## config.mk

```make
export PLATFORM = sky130hd
export DESIGN_NAME = weight_change_event_detector_core
export DESIGN_NICKNAME = d
export VERILOG_FILES = /design/src/design/wced_pkg.sv /design/src/design/wced_regs.sv /design/src/design/weight_change_event_detector_core.sv
export SDC_FILE = /design/constraint.sdc
export NUM_CORES = 2
export LEC_CHECK = 0
export ABC_AREA = 0
export ABC_CLOCK_PERIOD_IN_PS = 27600
export BUFFER_PORTS_ARGS = -buffer_cell sky130_fd_sc_hd__buf_2
export CORE_MARGIN = 2
export CORE_UTILIZATION = 40
export CTS_CLUSTER_DIAMETER = 150
export DETAILED_ROUTE_END_ITERATION = 7
export PLACE_DENSITY = 0.58
export SYNTH_ARGS = -nofsm -noshare
export SYNTH_HDL_FRONTEND = slang
export SYNTH_HIERARCHICAL = 1
export SYNTH_SLANG_ARGS = --single-unit
```

## constraint.sdc

```tcl
create_clock -name clk_i -period 27.6 [get_ports clk_i]
set_input_delay 1.38 -clock clk_i [delete_from_list [all_inputs] [get_ports clk_i]]
set_output_delay 1.38 -clock clk_i [all_outputs]
set_load 0.01 [all_outputs]
```

## src/design/wced_pkg.sv

```systemverilog
// ----------------------------------------------------------------------------
// Weight change event detector package
// Shared types and constants for the detector core and its register file.
// ----------------------------------------------------------------------------
`default_nettype none

package wced_pkg;

  localparam int unsigned APB_ADDR_W = 4;
  localparam int unsigned APB_DATA_W = 32;

  localparam int unsigned WEIGHT_W = 24;
  localparam int unsigned TIME_W   = 32;
  localparam int unsigned CHANGE_W = 25;
  localparam int unsigned SLOPE_W  = 16;
  localparam int unsigned SETTLE_W = 16;
  localparam int unsigned SPIKE_W  = 23;
  localparam int unsigned PROD_W   = SLOPE_W + TIME_W;

  localparam logic [1:0] REG_SLOPE_THRESHOLD = 2'd0;
  localparam logic [1:0] REG_SETTLE_TIME_MS  = 2'd1;
  localparam logic [1:0] REG_SPIKE_THRESHOLD = 2'd2;

  localparam logic [SLOPE_W-1:0]  SLOPE_THRESHOLD_RST = 16'd500;
  localparam logic [SETTLE_W-1:0] SETTLE_TIME_MS_RST  = 16'd200;
  localparam logic [SPIKE_W-1:0]  SPIKE_THRESHOLD_RST = 23'd500;

  typedef enum logic [1:0] {
    ST_IDLE    = 2'd0,
    ST_STARTED = 2'd1,
    ST_NOISE   = 2'd2,
    ST_REPORT  = 2'd3
  } detector_state_e;

  typedef struct packed {
    logic [SLOPE_W-1:0]  slope_threshold;
    logic [SETTLE_W-1:0] settle_time_ms;
    logic [SPIKE_W-1:0]  spike_threshold;
  } cfg_t;

endpackage

`default_nettype wire

```

## src/design/wced_regs.sv

```systemverilog
// ----------------------------------------------------------------------------
// Weight change event detector register file
// APB-style configuration port holding the slope, settle and spike settings.
// ----------------------------------------------------------------------------
`default_nettype none

module wced_regs
  import wced_pkg::*;
(
  input  wire logic                  clk_i,
  input  wire logic                  rst_ni,
  input  wire logic                  psel,
  input  wire logic                  penable,
  input  wire logic                  pwrite,
  input  wire logic [APB_ADDR_W-1:0] paddr,
  input  wire logic [APB_DATA_W-1:0] pwdata,
  output logic      [APB_DATA_W-1:0] prdata,
  output logic                       pready,
  output cfg_t                       cfg_o
);

  cfg_t       cfg_q;
  cfg_t       cfg_d;
  logic [1:0] reg_idx;
  logic       wr_en;

  assign pready  = 1'b1;
  assign reg_idx = paddr[3:2];
  assign wr_en   = psel && penable && pwrite && pready;

  always_comb begin
    cfg_d = cfg_q;
    if (wr_en) begin
      case (reg_idx)
        REG_SLOPE_THRESHOLD: cfg_d.slope_threshold = pwdata[SLOPE_W-1:0];
        REG_SETTLE_TIME_MS:  cfg_d.settle_time_ms  = pwdata[SETTLE_W-1:0];
        REG_SPIKE_THRESHOLD: cfg_d.spike_threshold = pwdata[SPIKE_W-1:0];
        default:             cfg_d = cfg_q;
      endcase
    end
  end

  always_ff @(posedge clk_i or negedge rst_ni) begin
    if (!rst_ni) begin
      cfg_q.slope_threshold <= SLOPE_THRESHOLD_RST;
      cfg_q.settle_time_ms  <= SETTLE_TIME_MS_RST;
      cfg_q.spike_threshold <= SPIKE_THRESHOLD_RST;
    end else begin
      cfg_q <= cfg_d;
    end
  end

  always_comb begin
    case (reg_idx)
      REG_SLOPE_THRESHOLD: prdata = {{(APB_DATA_W-SLOPE_W){1'b0}}, cfg_q.slope_threshold};
      REG_SETTLE_TIME_MS:  prdata = {{(APB_DATA_W-SETTLE_W){1'b0}}, cfg_q.settle_time_ms};
      REG_SPIKE_THRESHOLD: prdata = {{(APB_DATA_W-SPIKE_W){1'b0}}, cfg_q.spike_threshold};
      default:             prdata = '0;
    endcase
  end

  assign cfg_o = cfg_q;

endmodule

`default_nettype wire

```

## src/design/weight_change_event_detector_core.sv

```systemverilog
// Datapath: a sample beat is held in the input register until it is processed,
// and any result is presented from the output register.
// Throughput: one sample beat per cycle while the output is not stalled; the
// 16x32 slope multiply and event state machine sit between the two registers.
// Reset: asynchronous, active low; the detector returns to idle, all history
// registers clear and the settings take their default values.
// ----------------------------------------------------------------------------
// Weight change event detector core
// Tracks weight slope over timestamped samples and reports settled changes.
// ----------------------------------------------------------------------------
`default_nettype none

module weight_change_event_detector_core
  import wced_pkg::*;
(
  input  wire logic                       clk_i,
  input  wire logic                       rst_ni,
  input  wire logic                       psel,
  input  wire logic                       penable,
  input  wire logic                       pwrite,
  input  wire logic [APB_ADDR_W-1:0]      paddr,
  input  wire logic [APB_DATA_W-1:0]      pwdata,
  output logic      [APB_DATA_W-1:0]      prdata,
  output logic                            pready,
  input  wire logic                       in_valid_i,
  output logic                            in_stall_o,
  input  wire logic signed [WEIGHT_W-1:0] weight_sample_i,
  input  wire logic        [TIME_W-1:0]   sample_time_ms_i,
  output logic                            out_valid_o,
  input  wire logic                       out_stall_i,
  output logic signed [CHANGE_W-1:0]      weight_change_o
);

  cfg_t cfg;

  wced_regs u_regs (
    .clk_i   (clk_i),
    .rst_ni  (rst_ni),
    .psel    (psel),
    .penable (penable),
    .pwrite  (pwrite),
    .paddr   (paddr),
    .pwdata  (pwdata),
    .prdata  (prdata),
    .pready  (pready),
    .cfg_o   (cfg)
  );

  logic                       in_valid_q;
  logic signed [WEIGHT_W-1:0] w_q;
  logic        [TIME_W-1:0]   t_q;

  detector_state_e            state_q, state_d;
  logic signed [WEIGHT_W-1:0] last_weight_q, last_weight_d;
  logic signed [WEIGHT_W-1:0] older_weight_q, older_weight_d;
  logic        [TIME_W-1:0]   last_time_q, last_time_d;
  logic        [TIME_W-1:0]   high_slope_time_q, high_slope_time_d;
  logic signed [WEIGHT_W-1:0] weight_before_q, weight_before_d;
  logic signed [WEIGHT_W-1:0] weight_settled_q, weight_settled_d;

  logic                       out_valid_q;
  logic signed [CHANGE_W-1:0] change_q;

  logic                       in_accept;
  logic                       out_free;
  logic                       proc;
  logic                       emit;

  logic        [TIME_W-1:0]   dt;
  logic        [TIME_W-1:0]   quiet_time;
  logic signed [CHANGE_W-1:0] step_diff;
  logic        [CHANGE_W-1:0] step_abs;
  logic signed [CHANGE_W-1:0] spike_diff;
  logic        [CHANGE_W-1:0] spike_abs;
  logic        [PROD_W-1:0]   slope_limit;
  logic                       high_slope;
  logic                       settled;
  logic signed [CHANGE_W-1:0] change_val;

  assign out_free   = !out_valid_q || !out_stall_i;
  assign proc       = in_valid_q && out_free;
  assign in_stall_o = in_valid_q && !out_free;
  assign in_accept  = in_valid_i && !in_stall_o;

  always_ff @(posedge clk_i or negedge rst_ni) begin
    if (!rst_ni) begin
      in_valid_q <= 1'b0;
    end else if (in_accept) begin
      in_valid_q <= 1'b1;
    end else if (proc) begin
      in_valid_q <= 1'b0;
    end
  end

  always_ff @(posedge clk_i) begin
    if (in_accept) begin
      w_q <= weight_sample_i;
      t_q <= sample_time_ms_i;
    end
  end

  always_comb begin
    dt          = t_q - last_time_q;
    step_diff   = CHANGE_W'(w_q) - CHANGE_W'(last_weight_q);
    step_abs    = step_diff[CHANGE_W-1] ? CHANGE_W'(-step_diff) : CHANGE_W'(step_diff);
    slope_limit = PROD_W'(cfg.slope_threshold) * PROD_W'(dt);
    high_slope  = PROD_W'(step_abs) > slope_limit;

    high_slope_time_d = high_slope ? t_q : high_slope_time_q;
    quiet_time        = t_q - high_slope_time_d;
    settled           = quiet_time > TIME_W'(cfg.settle_time_ms);

    spike_diff = CHANGE_W'(weight_before_q) - CHANGE_W'(w_q);
    spike_abs  = spike_diff[CHANGE_W-1] ? CHANGE_W'(-spike_diff) : CHANGE_W'(spike_diff);
    change_val = CHANGE_W'(weight_settled_q) - CHANGE_W'(weight_before_q);

    state_d          = state_q;
    weight_before_d  = weight_before_q;
    weight_settled_d = weight_settled_q;
    emit             = 1'b0;
    case (state_q)
      ST_IDLE: begin
        if (high_slope) begin
          weight_before_d = older_weight_q;
          state_d         = ST_STARTED;
        end
      end
      ST_STARTED: begin
        if (settled) begin
          weight_settled_d = w_q;
          if (spike_abs < CHANGE_W'(cfg.spike_threshold)) begin
            state_d = ST_NOISE;
          end else begin
            state_d = ST_REPORT;
          end
        end
      end
      ST_NOISE: begin
        state_d = ST_IDLE;
      end
      ST_REPORT: begin
        emit    = 1'b1;
        state_d = ST_IDLE;
      end
      default: begin
        state_d = ST_IDLE;
      end
    endcase

    older_weight_d = last_weight_q;
    last_weight_d  = w_q;
    last_time_d    = t_q;
  end

  always_ff @(posedge clk_i or negedge rst_ni) begin
    if (!rst_ni) begin
      state_q           <= ST_IDLE;
      last_weight_q     <= '0;
      older_weight_q    <= '0;
      last_time_q       <= '0;
      high_slope_time_q <= '0;
      weight_before_q   <= '0;
      weight_settled_q  <= '0;
    end else if (proc) begin
      state_q           <= state_d;
      last_weight_q     <= last_weight_d;
      older_weight_q    <= older_weight_d;
      last_time_q       <= last_time_d;
      high_slope_time_q <= high_slope_time_d;
      weight_before_q   <= weight_before_d;
      weight_settled_q  <= weight_settled_d;
    end
  end

  always_ff @(posedge clk_i or negedge rst_ni) begin
    if (!rst_ni) begin
      out_valid_q <= 1'b0;
    end else if (out_free) begin
      out_valid_q <= proc && emit;
    end
  end

  always_ff @(posedge clk_i) begin
    if (out_free && proc && emit) begin
      change_q <= change_val;
    end
  end

  assign out_valid_o     = out_valid_q;
  assign weight_change_o = change_q;

endmodule

`default_nettype wire

```

======== Yosys cells after proc, flatten, opt, wreduce, memory -nomap -nowiden ========
Index checks and enable logic that the tools add are counted.
operators by class
  multipliers ............................. 1
  $add $sub $neg .......................... 7
  magnitude comparators ................... 3
  reduce and logical (&&, ||, !) cells .... 23
  mux-type cells .......................... 11
  equality and inequality tests ........... 7
operator list
  kind                                                                   count
  24-bit by 24-bit subtractor with 25-bit output                         3
  23-bit case mux with 3 select lines                                    1
  32-bit subtractor                                                      2
  25-bit 2-to-1 mux                                                      2
  25-bit negation                                                        2
  25-bit by 48-bit > comparator with 1-bit output                        1
  16-bit by 32-bit multiplier with 48-bit output                         1
  32-bit by 16-bit > comparator with 1-bit output                        1
  32-bit 2-to-1 mux                                                      1
  25-bit by 23-bit less-than comparator with 1-bit output                1
  3-bit AND reduction                                                    3
  1-bit logical AND                                                      8
  2-bit equality test, second input constant                             3
  2-bit case mux with 3 select lines                                     1
  2-bit AND reduction                                                    3
  2-bit by 1-bit equality test with 1-bit output, second input constant  2
  1-bit logical NOT                                                      4
  2-bit logical NOT                                                      2
  1-bit 2-to-1 mux                                                       4
  2-bit 2-to-1 mux                                                       2
  2-bit inequality test, second input constant                           2
  2-bit nonzero test                                                     1
  2-bit OR reduction                                                     1
  1-bit logical OR                                                       1
word-level totals
  bits of input ports ..................... 99
  output and inout bits ................... 60
  logic and storage cells ................. 67
  register bits after elaboration ......... 300

======== Logic depth before layout (Yosys ltp) ========
  word-level depth ........................ 9
  gate-level depth with buffers ........... 78
  mapped depth without buffers ............ 73

======== By module ========
The synthesis kept the hierarchy.
modules (own cells, without submodules)
  module                             area an instance (um^2)  instances  cells each
  weight_change_event_detector_core  35,350.2                 1          4,142
  wced_regs                          2,572.5                  1          194

======== Least setup slack after synthesis ========
OpenSTA, ideal clock, no wires.
  kind .................................... register to register
  start point ............................. register t_q[0], in the netlist last_time_d[0]
  end point ............................... register weight_settled_q[16]
  setup time .............................. 0.127 ns
  buffers on the path ..................... 5
  data required time ...................... 27.473 ns
  data arrival time ....................... 16.389 ns
  setup slack ............................. 11.084 ns
  cell stages (with the launch flop) ...... 73
  cells stage by stage .................... edfxtp_1 > inv_1 > ha_1 > fa_1 > nor2b_1 > o21ai_0 > a21boi_0 > o21ai_0 > nand2b_1 > a21o_1 > a21o_1 > a31oi_1 > a2111oi_0 > a31oi_1 > a211oi_1 > a21oi_1 > xnor2_1 > clkbuf_1 > [37 not listed] > nand3_1 > maj3_1 > mux2_2 > a21oi_1 > xnor2_1 > ha_1 > a21o_1 > a21o_1 > a211oi_1 > a22o_1 > o311ai_0 > nor3b_1 > mux2i_1 > nor4_1 > nand4_1 > o31ai_4 > buf_6 > mux2_1
between the ends
  cells in the longest elaborated chain, start to end .. 7
ends and longest elaborated chain
  element                                              line                                      source
  start: declaration                                   weight_change_event_detector_core.sv:51   logic [TIME_W-1:0] t_q;
  start signal: assignment                             weight_change_event_detector_core.sv:98   t_q <= sample_time_ms_i;
  32-bit subtractor                                    weight_change_event_detector_core.sv:103  dt = t_q - last_time_q;
  16-bit by 32-bit multiplier with 48-bit output       weight_change_event_detector_core.sv:106  slope_limit = PROD_W'(cfg.slope_threshold) * PROD_W'(dt);
  25-bit by 48-bit > comparator with 1-bit output      weight_change_event_detector_core.sv:107  high_slope = PROD_W'(step_abs) > slope_limit;
  32-bit 2-to-1 mux                                    weight_change_event_detector_core.sv:109  high_slope_time_d = high_slope ? t_q : high_slope_time_q;
  32-bit subtractor (*)                                weight_change_event_detector_core.sv:110  quiet_time = t_q - high_slope_time_d;
  32-bit by 16-bit > comparator with 1-bit output (*)  weight_change_event_detector_core.sv:111  settled = quiet_time > TIME_W'(cfg.settle_time_ms);
  3-bit AND reduction (no line) (*)                    --
  end signal: assignment                               weight_change_event_detector_core.sv:171  weight_settled_q <= weight_settled_d;
  end: declaration                                     weight_change_event_detector_core.sv:59   logic signed [WEIGHT_W-1:0] weight_settled_q, weight_settled_d;
Mark *: on every way between the ends. The rest lies on a longest branch, timed or not.
A chain may end at the register's enable or synchronous reset.

======== Worst setup path after layout ========
  start point ............................. register t_q[2], in the netlist last_time_d[2]
  end point ............................... register weight_settled_q[23]
The elaborated chain is that of the path after synthesis.

==> results by stage <==
Clock network:
- The number of buffers on the longest clock path is 3.
- The clock tree synthesis step divided the H-tree into 2 levels.
- Clock-pin slew was measured on the worst setup and hold paths at 60 ps.
- TritonCTS built the clock tree.
- The number of buffers created by CTS is 35.
- The worst-skew pair later-pin latency is 570 ps.
- The clock net sink count is 300.
- CTS placed an instance of sky130_fd_sc_hd__clkbuf_16 at the clock tree root.
- The number of buffers added for setup after CTS is 0.
- In this run, post-CTS repair resized a total of 0 instances.
- The number of hold buffers added after CTS was 0.

Layout:
- The area of all placed cells without fillers is 41,020 µm².
- Measured on the finished design, the core utilization comes to 43.82%.
- The filler cell count in the final layout is 9,377.
- Of the cells placed in the final design, the portion with a size suffix greater than 1 is 8.502%.
- The repair_antennas step left the layout with diodes totalling 0.
- In the final design database the tool counted 5,210 nets.
- The synthesis-to-layout area growth is 8.163%.

Placed design:
- The estimated wirelength of the detail-placed design is 78,220 µm.
- In this run the tool buffered the top-level ports with 137 buffer cells.
- Timing analysis after detailed placement gives a worst setup slack of 8672 ps.
- Routability-driven placement finished with a final weighted congestion of 0.9019.
- The cell area after placement is 39,850 µm².

Drt:
- The per-cell routed wire length is 17.50 µm.
- In the routed layout, each cell is associated on average with a via count of 5.204.
- For this run, the detailed router's first-pass iteration total came to 5.
- The number of routed nets with antenna violations is 0.
- The routed layout has 29,421 vias.
- After the first detailed-routing iteration, the DRC count stood at 1,946.
- In the routed design, unresolved DRC markers number 0.
- The aggregate routed wire length is 98,920 µm.

STA:
- Subtracting the final worst setup slack from the clock period gives 19,100 ps.
- In this run the tightest slew margin relative to its limit is 20.79%.
- The smallest setup slack after layout is 8502 ps.
- Setup repair after global routing left no endpoint under its margin.
- The maximum frequency from static timing analysis is 52.36 MHz.
- Setup violations remaining at the end of the flow were counted as 0.
- The max-slew violation count was 0.
- For the final database, setup skew stands at 20.47 ps.
- The hold violation total from the final report came to 0.
- The total negative setup slack is 0 ps.
- The actual slew at the worst max-slew pin is 1181 ps.
- The share of the clock period used by the worst path is 69.19%.

Synth:
- After technology mapping, the gate count stands at 4,336.
- The proportion of register bits with asynchronous set or reset after synthesis is 73.00%.
- Sequential cells were found to cover 20.91% of the synthesized design area.
- Yosys printed 6 warnings.
- Ranked by total cell area, the synthesized netlist is headed by sky130_fd_sc_hd__fa_1 (22%), sky130_fd_sc_hd__dfrtp_1 (13%), sky130_fd_sc_hd__ha_1 (10%), sky130_fd_sc_hd__nand2_1 (6.7%), sky130_fd_sc_hd__inv_1 (6.6%).
- In this run, distinct cell masters in the synthesized netlist total 98.
- The synthesized design contains 300 register bits.
- The average cell area after synthesis is 8.746 µm².
- The number of flops mapped to enable cells by yosys is 81.
- The most used flip-flop cell after synthesis is sky130_fd_sc_hd__dfrtp_1.
- The cell area after synthesis is 37,920 µm².
- Of all cell types, the one taking the most synthesized area is sky130_fd_sc_hd__fa_1.
- Of the post-synthesis cell area, the dominant cell type holds 22.33%.

GRT:
- The number of global-route vias before repair is 29,396.
- The overall track demand over capacity in global routing is 20.68%.
- The number of antenna violations at the first check in global routing is 1.
- The total congestion overflow is 0.
- The global-route wire length before repair is 161,800 µm.
- Entering global routing, the biggest net connects 123 pins.

Worst setup path:
- At the worst endpoint, the arrival time is 19,530 ps.
- The sort of element at the start of the critical path is a register.
- Data on the critical path is required at its endpoint by 28,040 ps.
- The delay of the slowest cell on the worst path is 910 ps.
- The worst setup path is captured at a register.
- The critical path contains buffers and inverters numbering 4 combined.
- For this design, the slowest cell found on the critical path is sky130_fd_sc_hd__xor2_2.
- By instance count, the cell type seen most on the critical path is sky130_fd_sc_hd__fa_1.
- Among cell families on the critical path, the largest total delay comes from compound AO/OA/AOI/OAI gates.
- The type of the worst setup path is register to register.
- The peak fanout along the critical path is 25.

Die:
- The initial core utilization is 40.51%.
- The die covers 97,280 µm².
- The number of cell rows is 112.
- The horizontal die dimension is 311.9 µm.
- The area of the placeable core is 93,610 µm².
- 159 I/O pins were placed.
- The height of the die is 311.9 µm.

Flow run:
- Max-cap violations in this run came to 0.

Min path:
- The type of the tightest min-delay check is register to register.

Run status:
- The run finished with clean final reports.
cell type report:
| type | count | area [µm²] | area share, % |
|---|---|---|---|
| clock buffers | 49 | 989.7 | 2.413 |
| clock inverters | 15 | 180.2 | 0.4393 |
| inverters | 667 | 2504 | 6.104 |
| multi-input cells | 3179 | 26740 | 65.20 |
| flip-flops and latches | 300 | 7933 | 19.34 |
| well taps | 1254 | 1569 | 3.825 |
| repair buffers | 189 | 1099 | 2.678 |
Yosys cell counts, drive strengths merged (71+ instances only):
master / instances
mux2: 81
and2: 188
nand3: 71
dfrtp: 204
xnor2: 116
fa: 423
inv: 666
a21oi: 156
ha: 316
nand2: 674
clkbuf: 160
edfxtp: 81
nor2: 167
o21ai: 245
layout by cell type (no fill, tap or decap), drive strengths merged, types with 81 or more instances in the layout:
cell type	count
a21oi	156
and2	188
buf	189
dfrtp	204
edfxtp	81
fa	423
ha	316
inv	668
mux2	81
nand2	674
nor2	167
o21ai	245
xnor2	116
routing by layer:
layer  wire [µm]  vias to the layer above  track usage [%]  share of wire (%)
met2       45280                      575            33.18                 46
met4        1549                        0            3.540                1.6
met3        4450                       94            2.449                4.5
met1       47640                    14574            30.30                 48
li1            -                    14178                -                  -
met5           0                        -                0                  0
sequential cells by signal (all words and copies together) (netlist names), 2 cells and up:
name	count
last_weight_d	24
last_weight_q	24
last_time_q	32
last_time_d	32
u_regs/cfg_o	55
high_slope_time_q	32
older_weight_q	24
weight_before_q	24
weight_change_o	25
state_q	2
weight_settled_q	24
metrics by stage:
stage,hold slack (ps),cells
after floorplan,438.0,4344
after global placement,449.2,5589
after detailed placement,455.3,5589
after CTS,468.1,5653
after global routing,485.6,5653
final,463.8,5653
worst paths after layout:
check                                             startpoint                                 to  slack, ps  cells past startpoint
max                                 last_time_d[2]$_DFFE_PP_   weight_settled_q[23]$_DFFE_PN0P_       8500                     65
min                        high_slope_time_q[18]$_DFFE_PN0P_  high_slope_time_q[18]$_DFFE_PN0P_        460                      2
max reg2reg                         last_time_d[2]$_DFFE_PP_   weight_settled_q[23]$_DFFE_PN0P_       8500                     65
min reg2reg                high_slope_time_q[18]$_DFFE_PN0P_  high_slope_time_q[18]$_DFFE_PN0P_        460                      2
max in group asynchronous                             rst_ni       u_regs/cfg_o[54]$_DFFE_PN0P_      25500                      2
min in group asynchronous                             rst_ni        last_time_q[25]$_DFFE_PN0P_        820                      1
cell families after synthesis:
kind of cell / share of synthesized area, %
xor+xnor: 3.741
fa+ha+maj: 32.86
simple gates: 17.88
other cells: 0.01980
buf+inv: 8.842
flops: 20.91
compound gates: 11.69
mux: 4.048
tightest hold or removal path: stages (launching register included):
cell	delay, ps
sky130_fd_sc_hd__dfrtp_1	340
sky130_fd_sc_hd__nand2_1	50
sky130_fd_sc_hd__nand2_1	50
Power is not shown: default switching activity piles up to over one toggle a cycle in this logic, so the estimate is an artifact.
